### config.mk
export PLATFORM = sky130hd
export DESIGN_NAME = prescaled_down_timer_with_tones
export DESIGN_NICKNAME = d
export VERILOG_FILES = /design/src/rtl/pdt_pkg.sv /design/src/rtl/prescaled_down_timer_with_tones.sv
export SDC_FILE = /design/constraint.sdc
export NUM_CORES = 1
export LEC_CHECK = 0
export ABC_CLOCK_PERIOD_IN_PS = 4100
export BUFFER_PORTS_ARGS = -buffer_cell sky130_fd_sc_hd__buf_2
export CORE_MARGIN = 2
export CORE_UTILIZATION = 35
export DETAILED_ROUTE_END_ITERATION = 8
export SYNTH_ARGS = -nofsm -noshare
export SYNTH_HDL_FRONTEND = slang
export SYNTH_SLANG_ARGS = --single-unit
### constraint.sdc
create_clock -name clk -period 4.1 [get_ports clk]
set_clock_uncertainty 0.1 [all_clocks]
set_input_delay 0.41 -clock clk [delete_from_list [all_inputs] [get_ports clk]]
set_output_delay 0.41 -clock clk [all_outputs]
set_load 0.1 [all_outputs]
### src/rtl/pdt_pkg.sv
// Package for the prescaled down timer: request codes, status bit positions,
// widths and the tone tap function. No dependencies.
package pdt_pkg;

	// Counter width (valid range 11 to 16; tone taps reach bit 10)
	localparam int CntW  = 12;
	localparam int DataW = 16;
	localparam int ReqW  = 3;
	localparam int PscW  = 4;
	localparam int TonW  = 6;

	// Request codes
	localparam logic [ReqW-1:0] ReqTick      = 3'd0;
	localparam logic [ReqW-1:0] ReqRdValue   = 3'd1;
	localparam logic [ReqW-1:0] ReqRdReload  = 3'd2;
	localparam logic [ReqW-1:0] ReqRdStatus  = 3'd3;
	localparam logic [ReqW-1:0] ReqWrReload  = 3'd4;
	localparam logic [ReqW-1:0] ReqWrControl = 3'd5;
	localparam logic [ReqW-1:0] ReqWrTones   = 3'd6;

	// Control and status bit positions
	localparam int StEnable   = 0;
	localparam int StOverflow = 3;
	localparam int StExternal = 5;
	localparam int StZero     = 7;

	// Bits a control write leaves untouched
	localparam logic [DataW-1:0] StKeep = 16'o250;

	// Tone enable layout: bits 0..4 gate taps, bit 5 is master enable
	localparam int TonMaster = 5;

	typedef logic [CntW-1:0] cnt_t;

	// Tone level from counter taps gated by the enables
	function automatic logic tone_level(input cnt_t cnt, input logic mute,
			input logic [TonW-1:0] en);
		logic [4:0] taps;
		taps = {cnt[10], cnt[8], cnt[7], cnt[6], cnt[3] & ~mute};
		return en[TonMaster] && ((taps & en[4:0]) == 5'd0);
	endfunction

endpackage

### src/rtl/prescaled_down_timer_with_tones.sv
// Prescaled 12-bit down timer with tone output, as one request stream.
// Depends on pdt_pkg.
//
//  channel | dir | handshake        | payload
//  --------+-----+------------------+-----------------------------------------
//  s_*     | in  | s_tvalid/s_tready| s_tuser: req_type; s_tdata: write_data
//  m_*     | out | m_tvalid/m_tready| m_tdata: read_data, sound_level, zeros
//
// Each request passes through the input register, then through the update logic
// into the result register.
// A new request is accepted every cycle as long as results are taken.
// arst_n clears all timer state and both valid flags at once.
// A stalled result holds the input register; s_tready drops only when both
// the input register and the result register are full.
module prescaled_down_timer_with_tones (
	input  logic                      clk,
	input  logic                      arst_n,
	input  logic                      s_tvalid,
	output logic                      s_tready,
	input  logic [pdt_pkg::DataW-1:0] s_tdata,   // [15:0] write_data
	input  logic [pdt_pkg::ReqW-1:0]  s_tuser,   // [2:0] req_type
	output logic                      m_tvalid,
	input  logic                      m_tready,
	output logic [23:0]               m_tdata    // [15:0] read_data, [16] sound_level
);

	logic                      vld_s1;
	logic [pdt_pkg::ReqW-1:0]  req_s1;
	logic [pdt_pkg::DataW-1:0] data_s1;
	logic                      vld_s2;
	logic [pdt_pkg::DataW-1:0] rd_s2;
	logic                      snd_s2;

	pdt_pkg::cnt_t             cnt_q, cnt_d, rld_q, rld_d, cnt_dec;
	logic [pdt_pkg::DataW-1:0] ctl_q, ctl_d;
	logic [pdt_pkg::PscW-1:0]  psc_q, psc_d, psc_inc, divisor;
	logic                      mute_q, mute_d;
	logic [pdt_pkg::TonW-1:0]  ten_q, ten_d;
	logic [pdt_pkg::DataW-1:0] rd;
	logic                      adv;
	logic                      step;

	// Advance the pipe when the result register is free or being drained
	assign adv      = !vld_s2 || m_tready;
	assign step     = vld_s1 && adv;
	assign s_tready = !vld_s1 || adv;

	// Input register
	always_ff @(posedge clk or negedge arst_n) begin
		if (!arst_n) begin
			vld_s1 <= 1'b0;
		end else if (s_tready) begin
			vld_s1 <= s_tvalid;
		end
	end

	always_ff @(posedge clk) begin
		if (s_tvalid && s_tready) begin
			req_s1  <= s_tuser;
			data_s1 <= s_tdata;
		end
	end

	// Update logic for one request
	always_comb begin
		cnt_d   = cnt_q;
		rld_d   = rld_q;
		ctl_d   = ctl_q;
		psc_d   = psc_q;
		mute_d  = mute_q;
		ten_d   = ten_q;
		rd      = '0;
		psc_inc = psc_q + 1'b1;
		cnt_dec = cnt_q - 1'b1;
		divisor = pdt_pkg::PscW'(1) << ctl_q[2:1];
		case (req_s1)
			pdt_pkg::ReqTick: begin
				if (ctl_q[pdt_pkg::StEnable]) begin
					if (psc_inc < divisor) begin
						psc_d = psc_inc;
					end else begin
						psc_d = '0;
						cnt_d = cnt_dec;
						if (cnt_dec == '0) begin
							cnt_d = rld_q;
							ctl_d[pdt_pkg::StZero] = 1'b1;
							if (ctl_q[pdt_pkg::StZero])
								ctl_d[pdt_pkg::StOverflow] = 1'b1;
						end
					end
				end
			end
			pdt_pkg::ReqRdValue: begin
				rd = pdt_pkg::DataW'(cnt_q);
				ctl_d[pdt_pkg::StZero] = 1'b0;
			end
			pdt_pkg::ReqRdReload: begin
				rd = pdt_pkg::DataW'(rld_q);
			end
			pdt_pkg::ReqRdStatus: begin
				rd = ctl_q;
				ctl_d[pdt_pkg::StOverflow] = 1'b0;
				ctl_d[pdt_pkg::StExternal] = 1'b0;
			end
			pdt_pkg::ReqWrReload: begin
				rld_d = data_s1[pdt_pkg::CntW-1:0];
				if (!ctl_q[pdt_pkg::StEnable])
					cnt_d = data_s1[pdt_pkg::CntW-1:0];
			end
			pdt_pkg::ReqWrControl: begin
				if (data_s1[pdt_pkg::StEnable] && !ctl_q[pdt_pkg::StEnable])
					cnt_d = rld_q;
				ctl_d  = (ctl_q & pdt_pkg::StKeep) | (data_s1 & ~pdt_pkg::StKeep);
				mute_d = !data_s1[2];
			end
			pdt_pkg::ReqWrTones: begin
				ten_d = {data_s1[7], data_s1[8], data_s1[9], data_s1[10], data_s1[11],
					data_s1[12]};
			end
			default: begin
			end
		endcase
	end

	// Timer state
	always_ff @(posedge clk or negedge arst_n) begin
		if (!arst_n) begin
			cnt_q  <= '0;
			rld_q  <= '0;
			ctl_q  <= '0;
			psc_q  <= '0;
			mute_q <= 1'b0;
			ten_q  <= '0;
		end else if (step) begin
			cnt_q  <= cnt_d;
			rld_q  <= rld_d;
			ctl_q  <= ctl_d;
			psc_q  <= psc_d;
			mute_q <= mute_d;
			ten_q  <= ten_d;
		end
	end

	// Result register
	always_ff @(posedge clk or negedge arst_n) begin
		if (!arst_n) begin
			vld_s2 <= 1'b0;
		end else if (adv) begin
			vld_s2 <= vld_s1;
		end
	end

	always_ff @(posedge clk) begin
		if (step) begin
			rd_s2  <= rd;
			snd_s2 <= pdt_pkg::tone_level(cnt_d, mute_d, ten_d);
		end
	end

	assign m_tvalid = vld_s2;
	assign m_tdata  = {7'd0, snd_s2, rd_s2};

endmodule

== After elaboration in Yosys (flattened, before gate mapping) ==
Index checks and enable logic that the tools add are counted.
Storage, ports and cells
  flip-flop bits (word level): 89
  bits in latches: 0
  memory bits (writable): 0
  bits in read-only memories: 0
  bits of input ports: 23
  output and inout port bits: 26
  word-level logic and storage cells: 80
  memories: 0
Cells by class
  add/sub/neg operators: 2
  $mul: 0
  div/mod/pow operators: 0
  $lt $le $gt $ge: 1
  equal/unequal tests: 12
  shift-type cells: 1
  mux-type cells: 20
  bitwise operators: 4
  reduce and logical (&&, ||, !) cells: 24
Operator list (number)
  $mux W12: 5
  $pmux W16 S3: 1
  $pmux W12 S3: 1
  $or A8 B16 Y16: 1
  $logic_not A12 Y1: 1
  $ne A2 B2 Y1 const B: 6
  $reduce_and A6 Y1: 2
  $sub A12 B1 Y12 const B: 1
  $eq A3 B3 Y1 const B: 3
  $reduce_bool A3 Y1: 3
  $mux W1: 8
  $eq A3 B2 Y1 const B: 2
  $mux W6: 1
  $pmux W1 S3: 2
  $reduce_and A2 Y1: 3
  $and A5 B5 Y5: 1
  $logic_not A5 Y1: 1
  $reduce_and A5 Y1: 1
  $add A4 B1 Y4 const B: 1
  $logic_and A1 B1 Y1: 4
  $logic_not A1 Y1: 4
  $lt A4 B4 Y1: 1
  $mux W4: 1
  $shl A1 B2 Y4 const A: 1
  other kinds (8): 9

== Longest topological paths before layout ==
Gate-level depths: netlist of the first run.
  depth after elaboration: 10
  mapped depth: 11
  depth with buffers taken out: 10

== Worst setup path before layout of the first run ==
OpenSTA, ideal clock, no wires.
  path kind: register to register
  start: register cnt_q[0]
  end: register snd_s2 (data pin)
  setup time: 0.270 ns
  arrival time: 2.958 ns
  required time: 3.730 ns
  setup slack: 0.772 ns
  stages on the path, launching flop included: 12
  buffers on the path: 2
  period minus slack after synthesis: 3.328 ns
  cell sequence: dfrtp_1 > inv_1 > ha_1 > clkbuf_1 > inv_1 > or4_4 > xnor2_2 > or4_4 > buf_6 > o311a_1 > a311oi_2 > nor4_1
Between the ends
  longest elaborated chain between the ends: 10
RTL lines
  from (decl): RTL line prescaled_down_timer_with_tones.sv:34  | pdt_pkg::cnt_t cnt_q, cnt_d, rld_q, rld_d, cnt_dec;
  from (signal assigned): RTL line prescaled_down_timer_with_tones.sv:135  | cnt_q <= cnt_d;
  $sub A12 B1 Y12 (*): RTL line prescaled_down_timer_with_tones.sv:74  | cnt_dec = cnt_q - 1'b1;
  $logic_not A12 Y1: RTL line prescaled_down_timer_with_tones.sv:84  | if (cnt_dec == '0) begin
  $mux W12 (*): RTL line prescaled_down_timer_with_tones.sv:84
  $mux W12 (*): RTL line prescaled_down_timer_with_tones.sv:79  | if (psc_inc < divisor) begin
  $mux W12 (*): RTL line prescaled_down_timer_with_tones.sv:78  | if (ctl_q[pdt_pkg::StEnable]) begin
  $pmux W12 S3 (*): RTL line prescaled_down_timer_with_tones.sv:76  | case (req_s1)
  $and A1 B1 Y1: RTL line pdt_pkg.sv:39  | taps = {cnt[10], cnt[8], cnt[7], cnt[6], cnt[3] & ~mute};
  $and A5 B5 Y5 (*): RTL line pdt_pkg.sv:40  | return en[TonMaster] && ((taps & en[4:0]) == 5'd0);
  $logic_not A5 Y1 (*): RTL line pdt_pkg.sv:40
  $logic_and A1 B1 Y1 (*): RTL line pdt_pkg.sv:40
  to (signal assigned): RTL line prescaled_down_timer_with_tones.sv:156  | snd_s2 <= pdt_pkg::tone_level(cnt_d, mute_d, ten_d);
  to (decl): RTL line prescaled_down_timer_with_tones.sv:32  | logic snd_s2;
Every way passes the cells marked *; elsewhere a longest branch is shown, timed or not. The select of a mux whose other input is x is not followed.
A chain may end at the register's enable or synchronous reset.

== Worst setup path in the final report of the first run ==
  start: register cnt_q[3]
  end: register snd_s2 (data pin)
Between the ends
  longest elaborated chain between the ends: 10
  elaborated cells between the ends (all ways): 12
  classes of those cells: add/sub: 1; mux: 6; bitwise: 2; reduce/logical: 3
RTL lines (RTL line)
  $sub A12 B1 Y12: prescaled_down_timer_with_tones.sv:74
  $logic_not A12 Y1: prescaled_down_timer_with_tones.sv:84
  $mux W12: prescaled_down_timer_with_tones.sv:84
  $mux W12: prescaled_down_timer_with_tones.sv:79
  $mux W12: prescaled_down_timer_with_tones.sv:78
  $pmux W12 S3 (*): prescaled_down_timer_with_tones.sv:76
  $and A1 B1 Y1: pdt_pkg.sv:39
  $and A5 B5 Y5 (*): pdt_pkg.sv:40
  $logic_not A5 Y1 (*): pdt_pkg.sv:40
  $logic_and A1 B1 Y1 (*): pdt_pkg.sv:40
Marked as above.

==> results.txt, run 1 <==
Post-synth top area cell - dfrtp_1
Total Routing Usage GR - 0.185
Yosys top cell area share - 0.278
Layout area overhead - 14.7%
Clock Pin Slew Worst Setup and Hold Paths - 0.07 ns
CTS Buffer Depth - 2
Placed cell area - 0.00516 sq mm
First-pass GRT wire length - 20,100 um
Most frequent cells in the layout - dfrtp_1, nor2_1, mux2_2, buf_2, edfxtp_1
Setup ws final - 0.595 ns
Max frequency - 0.285 GHz
Status - finished, final reports clean
TritonCTS clock tree - yes
Vias in the first global route - 3,624
Post-Synth XOR/XNOR Area - 0.0162
Setup TNS - 0 ns
WS Path Type - reg -> reg
Final setup viols - 0
Fin area - 0.00548 sq mm
DRT iter0 DRCs - 212
Number of synthesized flops with an enable pin - 36
Area contributors post-synth - dfrtp_1, edfxtp_1, mux2_2
Placer Congestion - 0.932
Number of remaining DRC errors - 0
I/O pin cnt - 49
Largest family of logic cells by synthesized area - simple AND/OR/NAND/NOR gates
Core area - 0.0133 sq mm
Combinational share of power - 0.304
Pwr Density - 578 mW/mm^2
Switching pwr - 1.14 mW
Peak supply drop - 176 uV
Fin util - 0.412
Die Ht - 121 um
H-tree depth - 3
Row cnt - 42
Cells after Synth - 443
Slew @ Worst Pin - 0.926 ns
GR Overflow Total - 0
Synth cell types - 63
Final #Nets - 510
Non-filler cells, final - 662
Worst hold path type - in -> reg
Fill cell total of the finished layout - 1,315
Synth Area in Compound Gates - 0.152
Sw Share - 0.361
Sequential fraction of the synthesis area - 0.504
Clk sinks - 89
Clock power frac - 0.281
Placed Cells - 645
Share of layout cells above drive strength 1 - 0.257
Asr flop ratio synth - 0.596
Port Buf Inserts - 41
Crit end category - flop
DP HPWL - 9060 um
Num CTS Buffers - 9
Hold Fails Final Rpt - 0
Mapped Area - 0.00478 sq mm
Root Buffer Master - clkbuf_16
Min cycle time layout - 3.51 ns
Critical Path AT - 3.49 ns
Routed length per instance - 19.0 um
Max-Cap Viols - 0
Commonest non-fill, non-tap cell in the layout - dfrtp_1
CP Data Required Time - 4.09 ns
Initial antenna violation count - 0
Worst Setup Start Kind - flop
#FFs+latches synth - 89
Slew headroom - 0.383
Largest net degree at the start of global routing - 39
Simple-gate share of the synthesized area - 0.165
Critical path fanouts, max - 12
Hold slack - 0.127 ns
Synthesis Warnings - 0
Cell-internal power - 2.02 mW
Die area - 0.0146 sq mm
Syn avg cell area - 10.8 sq um
Via density - 5.34
Period utilization - 0.855
Routed vias - 3,535
Leakage - 2.24 nW
Final ANT Viol Nets - 0
Post-synthesis mux area share - 0.101
Max Slew Vio Count - 0
Die span in x - 121 um
Final WL - 12,600 um
Number of diodes - 0
Seq pwr share - 0.415
Clock Latency Late Sink - 0.35 ns
Post_cts resized - 0
Pwr Total - 3.17 mW
Post-synth top flop - dfrtp_1
Starting Density - 0.359
Setup WS pre-CTS - 0.630 ns
Drt pass-1 iters - 4
Unrepaired setup endpoints after global routing - no
Synth Area in Adders - 0.0157
[power by group through the flow]
stage / clock network [mW] / registers [mW] / logic, mW
after detailed placement: 0 / 1.33 / 0.961
final: 0.891 / 1.31 / 0.962
after global routing: 0.948 / 1.34 / 1.05
after CTS: 0.917 / 1.31 / 0.965
after floorplan: 0 / 1.35 / 0.710
after global placement: 0 / 1.32 / 0.952
[synthesized netlist by cell type (all sizes together), types with 3 or more instances]
| cell | n |
|---|---|
| o211ai | 5 |
| o21a | 7 |
| nor3 | 10 |
| a221oi | 6 |
| ha | 6 |
| and2 | 6 |
| inv | 11 |
| nor4 | 8 |
| nand3b | 3 |
| or2 | 3 |
| nand2 | 33 |
| a22oi | 13 |
| o31ai | 3 |
| buf | 14 |
| edfxtp | 36 |
| a31oi | 4 |
| dfrtp | 53 |
| o21ai | 18 |
| a221o | 3 |
| nand2b | 9 |
| or4 | 5 |
| xnor2 | 4 |
| mux2 | 41 |
| a211oi | 3 |
| and3 | 5 |
| nand4 | 3 |
| xor2 | 4 |
| nand3 | 8 |
| clkbuf | 20 |
| or3 | 5 |
| nor2b | 5 |
| nor2 | 41 |
| a21oi | 15 |
[state kept, by name, summed over array words and instances, names as in the netlist, named ones only]
register / flops
rld_q: 12
snd_s2: 1
rd_s2: 16
cnt_q: 12
psc_q: 4
vld_s1: 1
req_s1: 3
data_s1: 16
ctl_q: 14
mute_q: 1
m_tvalid: 1
ten_q: 6
[per-layer routing]
| layer | global-route usage | part of all wire | vias up |
|---|---|---|---|
| met5 | 0 | 0 | - |
| met4 | 0.0763 | 0.026 | 0 |
| met3 | 0.0382 | 0.042 | 21 |
| met1 | 0.251 | 0.47 | 1729 |
| met2 | 0.285 | 0.46 | 83 |
| li1 | - | - | 1702 |
[final cells by class]
cell class | count | area, sq um | share of cell area
Inverter | 11 | 41.3 | 0.00753
Clock buffer | 10 | 229 | 0.0418
Sequential cell | 89 | 2410 | 0.439
Tap cell | 176 | 220 | 0.0402
Multi-Input combinational cell | 315 | 2180 | 0.398
Clock inverter | 6 | 87.6 | 0.0160
Timing Repair Buffer | 55 | 313 | 0.0571
[cell families after synthesis]
kind of cell | Yosys count
other | 1
multiplexers | 43
AND/OR/NAND/NOR | 150
adder cells (fa/ha/maj) | 6
flip-flops | 89
XOR/XNOR | 8
buffers and inverters | 45
AO/OA/AOI/OAI | 101
[worst paths after layout]
| path | from | endpoint | slack [ns] | cells after the start |
|---|---|---|---|---|
| min reg2reg | data_s1[14]$_DFFE_PP_ | ctl_q[14]$_DFFE_PN0P_ | 0.38 | 1 |
| max | cnt_q[3]$_DFFE_PN0P_ | snd_s2$_DFFE_PP_ | 0.59 | 7 |
| max reg2reg | cnt_q[3]$_DFFE_PN0P_ | snd_s2$_DFFE_PP_ | 0.59 | 7 |
| min | s_tdata[3] | data_s1[3]$_DFFE_PP_ | 0.13 | 1 |
| min in group asynchronous | arst_n | cnt_q[10]$_DFFE_PN0P_ | 0.41 | 2 |
| max in group asynchronous | arst_n | rld_q[4]$_DFFE_PN0P_ | 2.64 | 3 |
[worst max-delay path: stages, from the launching register on]
cell and delay (ns):
dfrtp_1 0.52, or4_4 0.64, or4_4 0.53, xnor2_2 0.17, or4_4 0.61, o311a_1 0.39, a311oi_2 0.20, nor4_1 0.07
[what timing repair did]
action                    4_1_cts  5_1_grt
hold endpoints to repair       15        0
hold buffers                    1        0
buffers inserted                0        0
Power figures use the tool's default switching activity.
==> inputs of run 2 (changes only) <==
Settings changed: RECOVER_POWER from default to 50.
==> run 2 against run 1 <==
Compared with the run above: worst hold slack worse by 0.0016 ns; wire length hardly changed; first-iteration DRC count is 16% lower; largest cell class unchanged; critical endpoint unchanged; global-route usage is the same; clock power barely moved; non-clock buffer count unchanged; core utilization is 0.20 points lower; final area down 0.48%.
==> results.txt, run 2 (synthesis results as in run 1) <==
Layout area overhead - 14.2%
GR Overflow Total - 0 (unchanged)
TritonCTS clock tree - yes
Routed length per instance - 19.0 um (about the same)
Largest net degree at the start of global routing - 39 (unchanged)
Routed vias - 3,550 (+0.42%)
Setup WS pre-CTS - 0.630 ns (unchanged)
Post-CTS Setup Inserts - 0 (unchanged)
Max-Cap Viols - 0 (unchanged)
Leakage - 2.18 nW (-2.4%)
Max frequency - 0.287 GHz (+0.63%)
Clock Pin Slew Worst Setup and Hold Paths - 0.07 ns (about the same)
Die area - 0.0146 sq mm (unchanged)
Flop2flop setup slack - 0.62 ns (+0.02 ns)
WS Path Type - reg -> reg
Final #Nets - 510 (unchanged)
Hold Fails Final Rpt - 0 (unchanged)
Clk sinks - 89 (unchanged)
Largest stage delay, worst path - 0.63 ns (about the same)
Crit end category - flop
Final setup viols - 0 (unchanged)
Period utilization - 0.850 (-0.00536)
Initial antenna violation count - 0 (unchanged)
CTS Buffer Depth - 2 (unchanged)
DP HPWL - 9060 um (unchanged)
Setup TNS - 0 ns (unchanged)
Num CTS Buffers - 9 (unchanged)
Core area - 0.0133 sq mm (unchanged)
Die span in x - 121 um (unchanged)
Total Routing Usage GR - 0.185 (unchanged)
Number of remaining DRC errors - 0 (unchanged)
Root Buffer Master - clkbuf_16
First-pass GRT wire length - 20,100 um (unchanged)
R2R Path End - snd_s2$_DFFE_PP_
Most frequent cells in the layout - dfrtp_1, nor2_1, mux2_2, edfxtp_1, nand2_1
I/O pin cnt - 49 (unchanged)
Final ANT Viol Nets - 0 (unchanged)
Pwr Total - 3.16 mW (-0.14%)
Post_cts resized - 0 (unchanged)
Pwr Density - 580 mW/mm^2 (+0.34%)
Startpoint of the worst register-to-register path - cnt_q[3]$_DFFE_PN0P_
Crit-path cells - or4_4 -> or4_4 -> xnor2_2 -> or4_4 -> o311a_1 -> a311oi_2 -> nor4_1
Port Buf Inserts - 41 (unchanged)
Unrepaired setup endpoints after global routing - no
Hold slack - 0.125 ns (-0.00161 ns)
Share of layout cells above drive strength 1 - 0.222 (-0.0350)
Non-filler cells, final - 662 (unchanged)
R2R depth - 7 (unchanged)
Min cycle time layout - 3.48 ns (-0.0220 ns)
Hold path cells - 1 (unchanged)
Crit path top cell by count - or4_4
Clock Latency Late Sink - 0.35 ns (about the same)
Fill cell total of the finished layout - 1,319 (+0.30%)
Starting Density - 0.359 (unchanged)
Via density - 5.36 (+0.42%)
Setup ws final - 0.617 ns (+0.0220 ns)
Max Slew Vio Count - 0 (unchanged)
H-tree depth - 3 (unchanged)
Critical Path AT - 3.47 ns (-0.02 ns)
Hold path startpoint - s_tdata[3]
Final WL - 12,600 um (about the same)
Worst hold path type - in -> reg
DRT iter0 DRCs - 178 (-16%)
Die Ht - 121 um (unchanged)
Critical path fanouts, max - 12 (unchanged)
Commonest non-fill, non-tap cell in the layout - dfrtp_1
Drt pass-1 iters - 4 (unchanged)
Number of diodes - 0 (unchanged)
CP Data Required Time - 4.09 ns (about the same)
Placed Cells - 645 (unchanged)
Row cnt - 42 (unchanged)
Largest regs - data_s1: 16 flops, rd_s2: 16 flops, ctl_q: 14 flops
Slew headroom - 0.221 (-0.162)
Worst Setup Start Kind - flop
Slew @ Worst Pin - 1.17 ns (+0.248 ns)
WHS Endpoint - data_s1[3]$_DFFE_PP_
Peak supply drop - 175 uV (-0.22%)
Status - finished, final reports clean
Crit-path slowest cell - or4_4
Placer Congestion - 0.932 (unchanged)
Vias in the first global route - 3,624 (unchanged)
-- run 2: repair_timing --
item                                    CTS  global route
endpoints found under the setup margin    0             0
hold buffers                              1             0
hold endpoints to repair                 15             0
-- run 2: worst max path at each step --
stage                              start                    to  slack, ns  depth (start not counted)
finish              cnt_q[3]$_DFFE_PN0P_      snd_s2$_DFFE_PP_       0.62                          7
global route        cnt_q[0]$_DFFE_PN0P_  cnt_q[9]$_DFFE_PN0P_       0.46                          9
CTS                 cnt_q[3]$_DFFE_PN0P_      snd_s2$_DFFE_PP_       0.61                          7
detailed placement  cnt_q[3]$_DFFE_PN0P_      snd_s2$_DFFE_PP_       0.63                          7
global placement    cnt_q[3]$_DFFE_PN0P_      snd_s2$_DFFE_PP_       0.65                          7
floorplan           cnt_q[0]$_DFFE_PN0P_      snd_s2$_DFFE_PP_       0.77                         11
-- run 2: report_power, final --
| group | internal (mW) | total [mW] | switching [mW] |
|---|---|---|---|
| Clock | 0.536 | 0.892 | 0.356 |
| Combinational | 0.372 | 0.957 | 0.584 |
| Sequential | 1.11 | 1.31 | 0.203 |
| Total | 2.02 | 3.16 | 1.14 |
-- run 2: critical path, delay by kind of cell (launching register included) --
kind	cells	cell delay, ns
flip-flops	1	0.51
AND/OR/NAND/NOR	4	1.84
AO/OA/AOI/OAI	2	0.58
XOR/XNOR	1	0.17
-- run 2: cell type report --
type / count / area (sq um) / area share
flip-flops and latches: 89 / 2410 / 0.441
multi-input cells: 315 / 2180 / 0.400
repair buffers: 55 / 287 / 0.0525
clock buffers: 10 / 229 / 0.0420
well taps: 176 / 220 / 0.0404
clock inverters: 6 / 87.6 / 0.0161
inverters: 11 / 41.3 / 0.00757
-- run 2: per-layer routing --
| layer | GRT usage | part of all wire | vias to the layer above |
|---|---|---|---|
| li1 | - | - | 1709 |
| met1 | 0.251 | 0.47 | 1737 |
| met2 | 0.285 | 0.46 | 83 |
| met3 | 0.0382 | 0.045 | 21 |
| met4 | 0.0763 | 0.025 | 0 |
| met5 | 0 | 0 | - |
-- run 2: through the flow --
| step | cell area, sq um | utilization |
|---|---|---|
| after floorplan | 4800 | - |
| after global placement | 5160 | 0.388 |
| after detailed placement | 5160 | 0.388 |
| after CTS | 5480 | 0.412 |
| after global routing | 5460 | 0.410 |
| final | 5460 | 0.410 |
